### src/hw/rtl/sam_pkg.sv
// ----------------------------------------------------------------------------
// sam_pkg - shared types and codes of the syscall automaton monitor
// Request, result, configuration and edge-table layouts, plus their codes.
// ----------------------------------------------------------------------------
`default_nettype none

package sam_pkg;

    // request types
    localparam logic [1:0] REQ_EDGE  = 2'd0;
    localparam logic [1:0] REQ_START = 2'd1;
    localparam logic [1:0] REQ_CALL  = 2'd2;

    // edge kinds
    localparam logic [1:0] KIND_UNUSED = 2'd0;
    localparam logic [1:0] KIND_EPS    = 2'd1;
    localparam logic [1:0] KIND_LABEL  = 2'd2;
    localparam logic [1:0] KIND_RESVD  = 2'd3;

    // verdicts
    localparam logic [1:0] V_ACK     = 2'd0;
    localparam logic [1:0] V_ALLOW   = 2'd1;
    localparam logic [1:0] V_VIOL    = 2'd2;
    localparam logic [1:0] V_IGNORED = 2'd3;

    // configuration register indexes
    localparam logic [1:0] CFG_START_NODE = 2'd0;
    localparam logic [1:0] CFG_WARMUP     = 2'd1;

    localparam int unsigned LABEL_W = 9;
    localparam int unsigned NODE_W  = 6;
    localparam int unsigned COUNT_W = 7;

    typedef struct packed {
        logic [1:0]         req_type;
        logic [7:0]         edge_slot;
        logic [NODE_W-1:0]  edge_source;
        logic [NODE_W-1:0]  edge_target;
        logic [1:0]         edge_kind;
        logic [LABEL_W-1:0] edge_label;
        logic [LABEL_W-1:0] call_number;
        logic               at_entry;
    } t_req;

    typedef struct packed {
        logic [1:0]         verdict;
        logic               checked;
        logic [COUNT_W-1:0] active_count;
    } t_rsp;

    typedef struct packed {
        logic [1:0] index;
        logic [7:0] data;
    } t_cfg;

    typedef struct packed {
        logic [1:0]         kind;
        logic [NODE_W-1:0]  src;
        logic [NODE_W-1:0]  dst;
        logic [LABEL_W-1:0] label;
    } t_edge;

    // control of the shared edge evaluator
    typedef struct packed {
        logic               match_mode;
        logic [LABEL_W-1:0] call;
    } t_eval_ctl;

endpackage

`default_nettype wire

### src/hw/rtl/sam_edge_unit.sv
// ----------------------------------------------------------------------------
// sam_edge_unit - shared edge evaluator
// Decides whether one edge fires against a node set, for closure or match.
// ----------------------------------------------------------------------------
`default_nettype none

module sam_edge_unit #(
    parameter int NODE_COUNT = 64,
    parameter int CALL_BITS  = 9
) (
    input  wire sam_pkg::t_edge        i_edge,
    input  wire logic [NODE_COUNT-1:0] i_set,
    input  wire sam_pkg::t_eval_ctl    i_ctl,
    output logic                       o_fire,
    output logic [NODE_COUNT-1:0]      o_tgt
);
    localparam int SW = (NODE_COUNT > 1) ? $clog2(NODE_COUNT) : 1;
    localparam int CMP_BITS = (CALL_BITS < sam_pkg::LABEL_W) ? CALL_BITS : sam_pkg::LABEL_W;

    logic          w_src_ok;
    logic          w_dst_ok;
    logic [SW-1:0] w_src_idx;
    logic [SW-1:0] w_dst_idx;
    logic          w_src_in;
    logic          w_dst_in;
    logic          w_label_eq;

    always_comb begin
        w_src_ok   = 7'(i_edge.src) < 7'(NODE_COUNT);
        w_dst_ok   = 7'(i_edge.dst) < 7'(NODE_COUNT);
        w_src_idx  = w_src_ok ? SW'(i_edge.src) : '0;
        w_dst_idx  = w_dst_ok ? SW'(i_edge.dst) : '0;
        w_src_in   = w_src_ok && i_set[w_src_idx];
        w_dst_in   = i_set[w_dst_idx];
        w_label_eq = i_edge.label[CMP_BITS-1:0] == i_ctl.call[CMP_BITS-1:0];
        o_tgt      = NODE_COUNT'(1) << w_dst_idx;
        if (i_ctl.match_mode) begin
            o_fire = (i_edge.kind == sam_pkg::KIND_LABEL) && w_label_eq
                     && w_src_in && w_dst_ok;
        end else begin
            // epsilon step only counts when it adds a node
            o_fire = (i_edge.kind == sam_pkg::KIND_EPS) && w_src_in
                     && w_dst_ok && !w_dst_in;
        end
    end
endmodule

`default_nettype wire

### config.mk
export PLATFORM = sky130hd
export DESIGN_NAME = sam_edge_unit
export DESIGN_NICKNAME = d
export VERILOG_FILES = /design/src/hw/rtl/sam_pkg.sv /design/src/hw/rtl/sam_edge_unit.sv
export SDC_FILE = /design/constraint.sdc
export NUM_CORES = 1
export LEC_CHECK = 0
export BUFFER_PORTS_ARGS = -buffer_cell sky130_fd_sc_hd__buf_2
export CORE_AREA = 10 10 78 80
export DETAILED_ROUTE_END_ITERATION = 12
export DIE_AREA = 0 0 88 90
export PLACE_DENSITY_LB_ADDON = 0.2
export SETUP_SLACK_MARGIN = 0.15
export SLEW_MARGIN = 25
export SYNTH_ARGS = -nofsm -noshare
export SYNTH_HDL_FRONTEND = slang
export SYNTH_SLANG_ARGS = --single-unit
### constraint.sdc
create_clock -name vclk -period 3
set_input_delay 0.75 -clock vclk [all_inputs]
set_output_delay 0.75 -clock vclk [all_outputs]
set_load 0.01 [all_outputs]
==> run_results.csv, run 1 <==
group,metric,value,unit
global_route,grt_max_degree,18,
min_path,hp-class,"input port to primary output",
route,wl_met3,867,microns
min_path,whs_path_depth,4,
timing,post-route-period-util,100.4,%
setup_path,cp_max_fo,7,
route,drt-total-wl,7705,microns
layout,fin_cells,444,
global_route,grt_pass1_wl,12050,microns
setup_path,path_delay_family,"multiplexers",
status,status,"finished with violations",
global_route,track_usage,17.45,%
layout,syn_to_final_growth,58.96,%
timing,slew_viol_final,0,
power,power_per_cell_area,126.3,nW/um^2
route,met1_length,2910,microns
placement,dp_slack,-0.2711,ns
layout,antenna_cells,0,
route,ant_nets,0,
setup_path,critPathSlowestCell,"mux4_2",
placement,place.gp.congestion,0.8655,
run,maxCapViolations,0,
min_path,min-delay-start,"i_edge[20]",
route,via_per_inst,5.381,
placement,dpl.hpwl,6674,microns
timing,rsz0062_at_grt,"yes",
global_route,grt_pass1_vias,2632,
setup_path,cp.depth,9,
yosys,yosys.area.top_type,"mux4_2",
yosys,synthTopCellsByArea,"mux4_2 26%, nor2_1 16%, mux2i_1 6.9%, mux2_2 6.5%, mux4_1 4.5%",
route,drc,0,
layout,seq_area,0,sq um
die,die_h,90,microns
timing,finalSetupViolCount,1,
die,rows,25,
layout,clock_buffers,0,
setup_path,cpPeakStageDelay,0.49,ns
route,dr.max_layer_used,"met4",
setup_path,arrival,2.26,ns
timing,fin_crit,3.013,ns
die,fp.coreArea,4598,sq um
die,io_pins,162,
global_route,gr-total-overflow,0,
setup_path,path_cells,"buf_12 -> buf_12 -> mux4_2 -> mux2i_1 -> mux2_4 -> a31o_4 -> o32ai_1 -> a21oi_1 -> buf_2",
yosys,yosys_warnings,0,
setup_path,worst_path_most_repeated_cell,"buf_12",
power,leakage,1.385,nW
global_route,antenna_found_initial,0,
setup_path,crit_type,"input port to primary output",
yosys,synth_nets,330,
timing,tns,-0.01322,ns
power,ir_worst_vdd,70.68,uV
yosys,netlist_area,1738,sq um
layout,drive_gt1_share,57.44,%
timing,worst_slack,-0.01322,ns
yosys,syn_inst,233,
setup_path,cp-startpoint,"i_edge[10]",
setup_path,worstPathRequired,2.25,ns
yosys,ys_types,39,
setup_path,endpoint,"o_fire",
clocking,cts_hold_buffers,0,
route,wl_per_cell,17.35,microns
timing,finalHoldViolCount,0,
yosys,yosys-top-cells-count,"72 x nor2_1, 20 x mux4_2, 17 x nand2_1",
die,fp.dieW,88,microns
setup_path,cp_num_buf_inv,3,
layout,flops_and_latches,0,
route,firstDrtPassIters,4,
placement,io_buffers,162,
yosys,synth.top_cell.area_share,25.92,%
yosys,avgSynthCellArea,7.459,sq um
timing,slew_headroom,67.49,%
timing,worstMarginPinSlew,0.4876,ns
yosys,synth_most_common_cell,"nor2_1",
route,vias,2389,
die,start_util,37.80,%
status,violations,"negative setup slack",
setup_path,crit_path_end_kind,"primary output",
route,drt_iter0_drc,64,
setup_path,start_kind,"input port",
placement,placed_cells,444,
yosys,yosysSeqAreaShare,0,%
layout,final_net_count,489,
die,die_area,7920,sq um
timing,max_freq,331.9,MHz
route,wl_met2,3849,microns
clocking,cts_setup_buffers,0,
[cell families after synthesis]
group	after synthesis	share of synthesized area (%)
AO/OA/AOI/OAI	28	12.02
buffers and inverters	23	6.695
XOR/XNOR	9	4.536
AND/OR/NAND/NOR	128	32.90
multiplexers	45	43.85
[layout make-up]
class | instances | area, sq um
Fill cell | 430 | 1836
Multi-Input combinational cell | 210 | 1688
Timing Repair Buffer | 178 | 999.7
Tap cell | 54 | 67.56
Inverter | 2 | 7.507
[tightest hold or removal path, stage by stage]
cell and delay (ns):
buf_2 0.11, o2111ai_1 0.07, a21oi_1 0.06, buf_2 0.14
[placed cells by master (no fill, tap or decap), types with 2 or more instances in the layout]
master	synthesis	final
buf_8	0	2
xnor2_1	9	9
o21ai_1	0	3
clkbuf_4	0	3
inv_1	2	2
mux2i_1	12	11
o21ai_0	7	4
nor3_1	7	7
buf_4	2	12
nand2_1	17	17
mux4_2	20	22
nand3_1	6	6
nand2b_1	8	8
buf_2	6	157
o22ai_1	4	3
nand4_1	4	4
buf_12	0	3
nor2b_1	8	7
nand3b_1	2	2
mux2_2	10	9
nor2_1	72	71
a2111oi_2	1	2
[through the flow]
stage	total power (W)	hold slack, ns	area (sq um)	utilization, %
6_report	0.0003488	1.880	2763	60.08
5_1_grt	0.0003786	1.901	2763	60.08
4_1_cts	0.0003296	1.881	2679	58.26
3_5_place_dp	0.0003214	1.877	2640	57.42
3_3_place_gp	0.0003172	1.886	2640	57.42
2_1_floorplan	0.0001956	1.645	1750	-
[how the worst min path moves through the flow]
stage              to  slack [ns]
3_5_place_dp   o_fire        1.88
3_3_place_gp   o_fire        1.89
4_1_cts        o_fire        1.88
6_report       o_fire        1.88
2_1_floorplan  o_fire        1.65
5_1_grt        o_fire        1.90
[power breakdown]
part	leakage (nW)	internal, W	switching [W]	total (W)
registers	0	0	0	0
logic	1.38	0.000187	0.000162	0.000349
clock network	0	0	0	0
total	1.38	0.000187	0.000162	0.000349
[per-layer routing]
metal,up-vias,global-route usage (%)
li1,1173,-
met1,1091,18.63
met2,117,33.31
met3,8,4.513
met4,0,2.128
met5,-,0
[timing repair]
item                       in CTS  in global routing
hold endpoints to repair        0                  0
gates resized for setup        12                 23
setup endpoints to repair       1                  9
pin swaps                       3                  2
Note: power is estimated with default switching activity, not from simulation.
==> inputs of run 2 (changes only) <==
ABC_AREA = 1   (was default)
CAP_MARGIN = 20   (was default)
CORE_AREA = 10 10 82 84   (was 10 10 78 80)
DIE_AREA = 0 0 92 94   (was 0 0 88 90)
==> run_results.csv, run 2 <==
group,metric,value,unit
status,status,"finished, final reports clean",
route,drc,0,
power,power.share.clock,0,%
power,power_frac_comb,100.0,%
timing,tns,0,ns
timing,worstMarginPinSlew,0.3707,ns
route,firstDrtPassIters,5,
die,die_h,94,microns
power,power.switching,0.0002344,W
timing,max_freq,364.7,MHz
route,wl_met3,1071,microns
route,ant_nets,0,
yosys,ys_types,22,
yosys,synth_nets,562,
yosys,synthTopCellsByArea,"nand2_1 20%, nand3_1 17%, nor2_1 16%, inv_1 9.9%, nand4_1 8.2%",
layout,seq_area,0,sq um
global_route,grt_pass1_wl,15930,microns
yosys,yosys_warnings,0,
power,pwr-share-seq,0,%
die,start_util,41.94,%
global_route,grt_pass1_vias,3359,
yosys,yosys-top-cells-count,"111 x nand2_1, 91 x nor2_1, 71 x nand3_1",
layout,layout_common_cells,"159 x buf_2, 108 x nand2_1, 91 x nor2_1, 67 x nand3_1, 56 x inv_1",
power,ir_worst_vdd,78.33,uV
placement,place.gp.congestion,0.9592,
die,fp.coreArea,5075,sq um
setup_path,worstPathRequired,2.25,ns
layout,fin_cells,683,
global_route,grt_max_degree,34,
placement,io_buffers,162,
setup_path,crit_type,"input port to primary output",
placement,dpl.hpwl,8355,microns
die,io_pins,162,
placement,placed_cells,679,
timing,slew_viol_final,0,
die,die_area,8648,sq um
layout,syn_to_final_growth,48.32,%
global_route,gr-total-overflow,0,
setup_path,start_kind,"input port",
layout,flops_and_latches,0,
setup_path,crit_path_end_kind,"primary output",
timing,finalHoldViolCount,0,
yosys,synth.top_cell.area_share,19.58,%
run,maxCapViolations,0,
route,met1_length,4245,microns
global_route,antenna_found_initial,0,
power,power_per_cell_area,125.6,nW/um^2
yosys,syn_inst,465,
route,wl_per_cell,15.25,microns
layout,clock_buffers,0,
yosys,avgSynthCellArea,4.577,sq um
power,p_int,0.0001622,W
die,fp.dieW,92,microns
timing,fin_crit,2.742,ns
timing,finalSetupViolCount,0,
layout,final_common_cell,"buf_2",
route,vias,3661,
power,power.total,0.0003966,W
die,rows,26,
layout,final_net_count,712,
layout,fin_area,3157,sq um
setup_path,arrival,1.99,ns
timing,hold-worst-slack,1.838,ns
min_path,hp-class,"input port to primary output",
timing,post-route-period-util,91.40,%
timing,slew_headroom,75.26,%
layout,drive_gt1_share,33.44,%
yosys,yosysSeqAreaShare,0,%
power,swShare,59.10,%
route,wl_met2,4997,microns
route,drt_iter0_drc,281,
power,leakage,1.921,nW
route,via_per_inst,5.360,
layout,antenna_cells,0,
yosys,synth_most_common_cell,"nand2_1",
yosys,netlist_area,2128,sq um
route,drt-total-wl,10420,microns
placement,place_area,2950,sq um
timing,rsz0062_at_grt,"no",
setup_path,cp_max_fo,7,
global_route,track_usage,21.03,%
route,dr.max_layer_used,"met4",
yosys,yosys.area.top_type,"nand2_1",
## run 2: final timing paths
check | startpoint | to | slack [ns] | cells after the start
min | i_ctl[9] | o_fire | 1.84 | 4
max | i_edge[15] | o_fire | 0.26 | 12
## run 2: repair_timing
action / 4_1_cts / 5_1_grt
buffers inserted: 0 / 1
hold endpoints to repair: 0 / 0
hold buffers: 0 / 0
cloned: 0 / 3
endpoints found under the setup margin: 1 / 1
pin swaps: 0 / 10
resized for setup: 1 / 44
## run 2: worst max-delay path: stages
cell and delay (ns):
buf_6 0.13, clkbuf_16 0.17, o21ai_1 0.14, nand2_1 0.06, nand3_1 0.11, nand3_1 0.08, nand3_1 0.08, nand3_1 0.07
nand2_1 0.09, nand2_1 0.06, a21oi_2 0.10, buf_2 0.15
## run 2: per-stage QoR
stage | util [%] | setup WS, ns
floorplan | - | 0.5497
global placement | 58.14 | 0.1210
detailed placement | 58.14 | 0.1351
CTS | 58.14 | 0.1535
global route | 62.20 | 0.1445
finish | 62.20 | 0.2581
## run 2: cell type report
cell class,count,area (sq um)
Fill cell,539,1918
Inverter,60,235.2
Multi-Input combinational cell,368,1745
Tap cell,70,87.58
Timing Repair Buffer,185,1089
## run 2: power by group through the flow
stage	sequential (W)	clock [W]	combinational, W
floorplan	0	0	0.000224
global placement	0	0	0.000350
detailed placement	0	0	0.000354
CTS	0	0	0.000356
global route	0	0	0.000438
finish	0	0	0.000397
## run 2: per-layer routing
| metal | track usage (%) | vias up |
|---|---|---|
| li1 | - | 1816 |
| met1 | 26.59 | 1634 |
| met3 | 4.796 | 14 |
| met4 | 2.185 | 0 |
| met2 | 36.47 | 197 |
| met5 | 0 | - |
## run 2: cells by family after synthesis
group	after synthesis	synth area share [%]
AO/OA/AOI/OAI	57	15.52
buffers and inverters	97	21.46
AND/OR/NAND/NOR	311	63.02
==> inputs of run 3 (changes only) <==
PLACE_DENSITY = 0.88   (was default)
PLACE_DENSITY_LB_ADDON = default   (was 0.2)
==> run_results.csv, run 3 (synthesized netlist as in run 2, its figures left out) <==
group,metric,value,unit
layout,clock_buffers,0,
die,rows,26,
layout,drive_gt1_share,34.21,%
power,p_int,0.0001671,W
timing,worst_slack,0.2339,ns
global_route,grt_pass1_wl,16960,microns
placement,dpl.hpwl,8813,microns
power,swShare,59.59,%
timing,max_freq,361.5,MHz
setup_path,worstPathRequired,2.25,ns
power,power_frac_comb,100.0,%
setup_path,start_kind,"input port",
power,power.share.clock,0,%
layout,final_common_cell,"buf_2",
layout,layout_common_cells,"160 x buf_2, 107 x nand2_1, 91 x nor2_1, 62 x nand3_1, 56 x inv_1",
placement,dp_slack,0.07983,ns
die,die_area,8648,sq um
setup_path,cpPeakStageDelay,0.14,ns
setup_path,crit_type,"input port to primary output",
timing,worstMarginPinSlew,0.4130,ns
layout,syn_to_final_growth,50.91,%
setup_path,arrival,2.02,ns
die,io_pins,162,
die,die_h,94,microns
min_path,hold_path_end,"o_fire",
placement,place.gp.congestion,1.036,
setup_path,cp_max_fo,5,
route,drt_iter0_drc,510,
setup_path,critPathSlowestCell,"nor2_1",
die,start_util,41.94,%
global_route,grt_max_degree,34,
global_route,gr-total-overflow,0,
run,maxCapViolations,0,
route,firstDrtPassIters,6,
global_route,track_usage,22.62,%
min_path,hp-class,"input port to primary output",
route,wl_per_cell,16.13,microns
timing,fin_crit,2.766,ns
timing,slew_headroom,72.44,%
route,drt-total-wl,10990,microns
layout,seq_area,0,sq um
global_route,grt_pass1_vias,3408,
power,pwr-share-seq,0,%
timing,finalHoldViolCount,0,
global_route,antenna_found_initial,0,
timing,rsz0062_at_grt,"no",
layout,fin_area,3212,sq um
route,ant_nets,0,
route,via_per_inst,5.401,
power,power.switching,0.0002465,W
placement,io_buffers,162,
route,drc,0,
setup_path,path_cells,"buf_6 -> inv_2 -> buf_12 -> nand2_4 -> nor2_1 -> nor2_1 -> nand3_1 -> nand3_2 -> nand3_2 -> nand3_2 -> nand3_2 -> a21oi_2 -> buf_2",
layout,flops_and_latches,0,
power,leakage,1.937,nW
die,fp.coreArea,5075,sq um
layout,fill_cells,523,
die,fp.dieW,92,microns
setup_path,crit_path_end_kind,"primary output",
power,power.total,0.0004136,W
layout,antenna_cells,0,
power,ir_worst_vdd,79.48,uV
setup_path,worst_path_most_repeated_cell,"nand3_2",
power,power_per_cell_area,128.8,nW/um^2
timing,post-route-period-util,92.20,%
placement,place_area,2953,sq um
min_path,min-delay-start,"i_ctl[9]",
route,vias,3678,
layout,final_net_count,710,
timing,finalSetupViolCount,0,
status,status,"finished, final reports clean",
timing,slew_viol_final,0,
min_path,whs_path_depth,4,
timing,tns,0,ns
==> run 3: metrics by stage <==
stage                     instances  hold slack [ns]  util [%]
final                           681            1.847     63.29
after global placement          676            1.860     58.19
after detailed placement        676            1.856     58.19
after global routing            681            1.863     63.29
after floorplan                 465            1.611         -
after CTS                       676            1.857     58.56
==> run 3: area by class of cell <==
class	count	area, sq um	area share (%)
inverters	60	230.2	7.168
multi-input cells	368	1797	55.94
well taps	70	87.58	2.727
repair buffers	183	1097	34.16
==> run 3: power groups by stage <==
stage	sequential, W	combinational [W]	clock, W
final	0	0.000414	0
after global routing	0	0.000455	0
after CTS	0	0.000363	0
after detailed placement	0	0.000359	0
after global placement	0	0.000359	0
after floorplan	0	0.000224	0
==> run 3: critical path, delay by kind of cell <==
kind | cells | cell delay [ns]
AOI/OAI and AO/OA | 1 | 0.13
and+or+nand+nor | 8 | 0.71
buffers and inverters | 4 | 0.42
==> run 3: layer usage <==
layer  GRT usage [%]  share of wire, %
met1           28.40                38
met2           40.76                50
met3           3.677                10
met4           1.928               2.3
met5               0                 0
==> run 3: worst max path at each step <==
stage	start	end	slack, ns	cells past startpoint
4_1_cts	i_edge[10]	o_fire	0.18	13
6_report	i_edge[10]	o_fire	0.23	13
2_1_floorplan	i_edge[9]	o_fire	0.55	11
3_5_place_dp	i_edge[10]	o_fire	0.08	13
3_3_place_gp	i_edge[9]	o_fire	0.09	12
5_1_grt	i_edge[15]	o_fire	0.13	12
==> run 3: what timing repair did <==
| item | CTS | global route |
|---|---|---|
| buffers inserted | 0 | 1 |
| pin swaps | 0 | 14 |
| endpoints found under the setup margin | 1 | 1 |
| resized for setup | 5 | 40 |
| gates cloned | 0 | 4 |
| hold buffers | 0 | 0 |
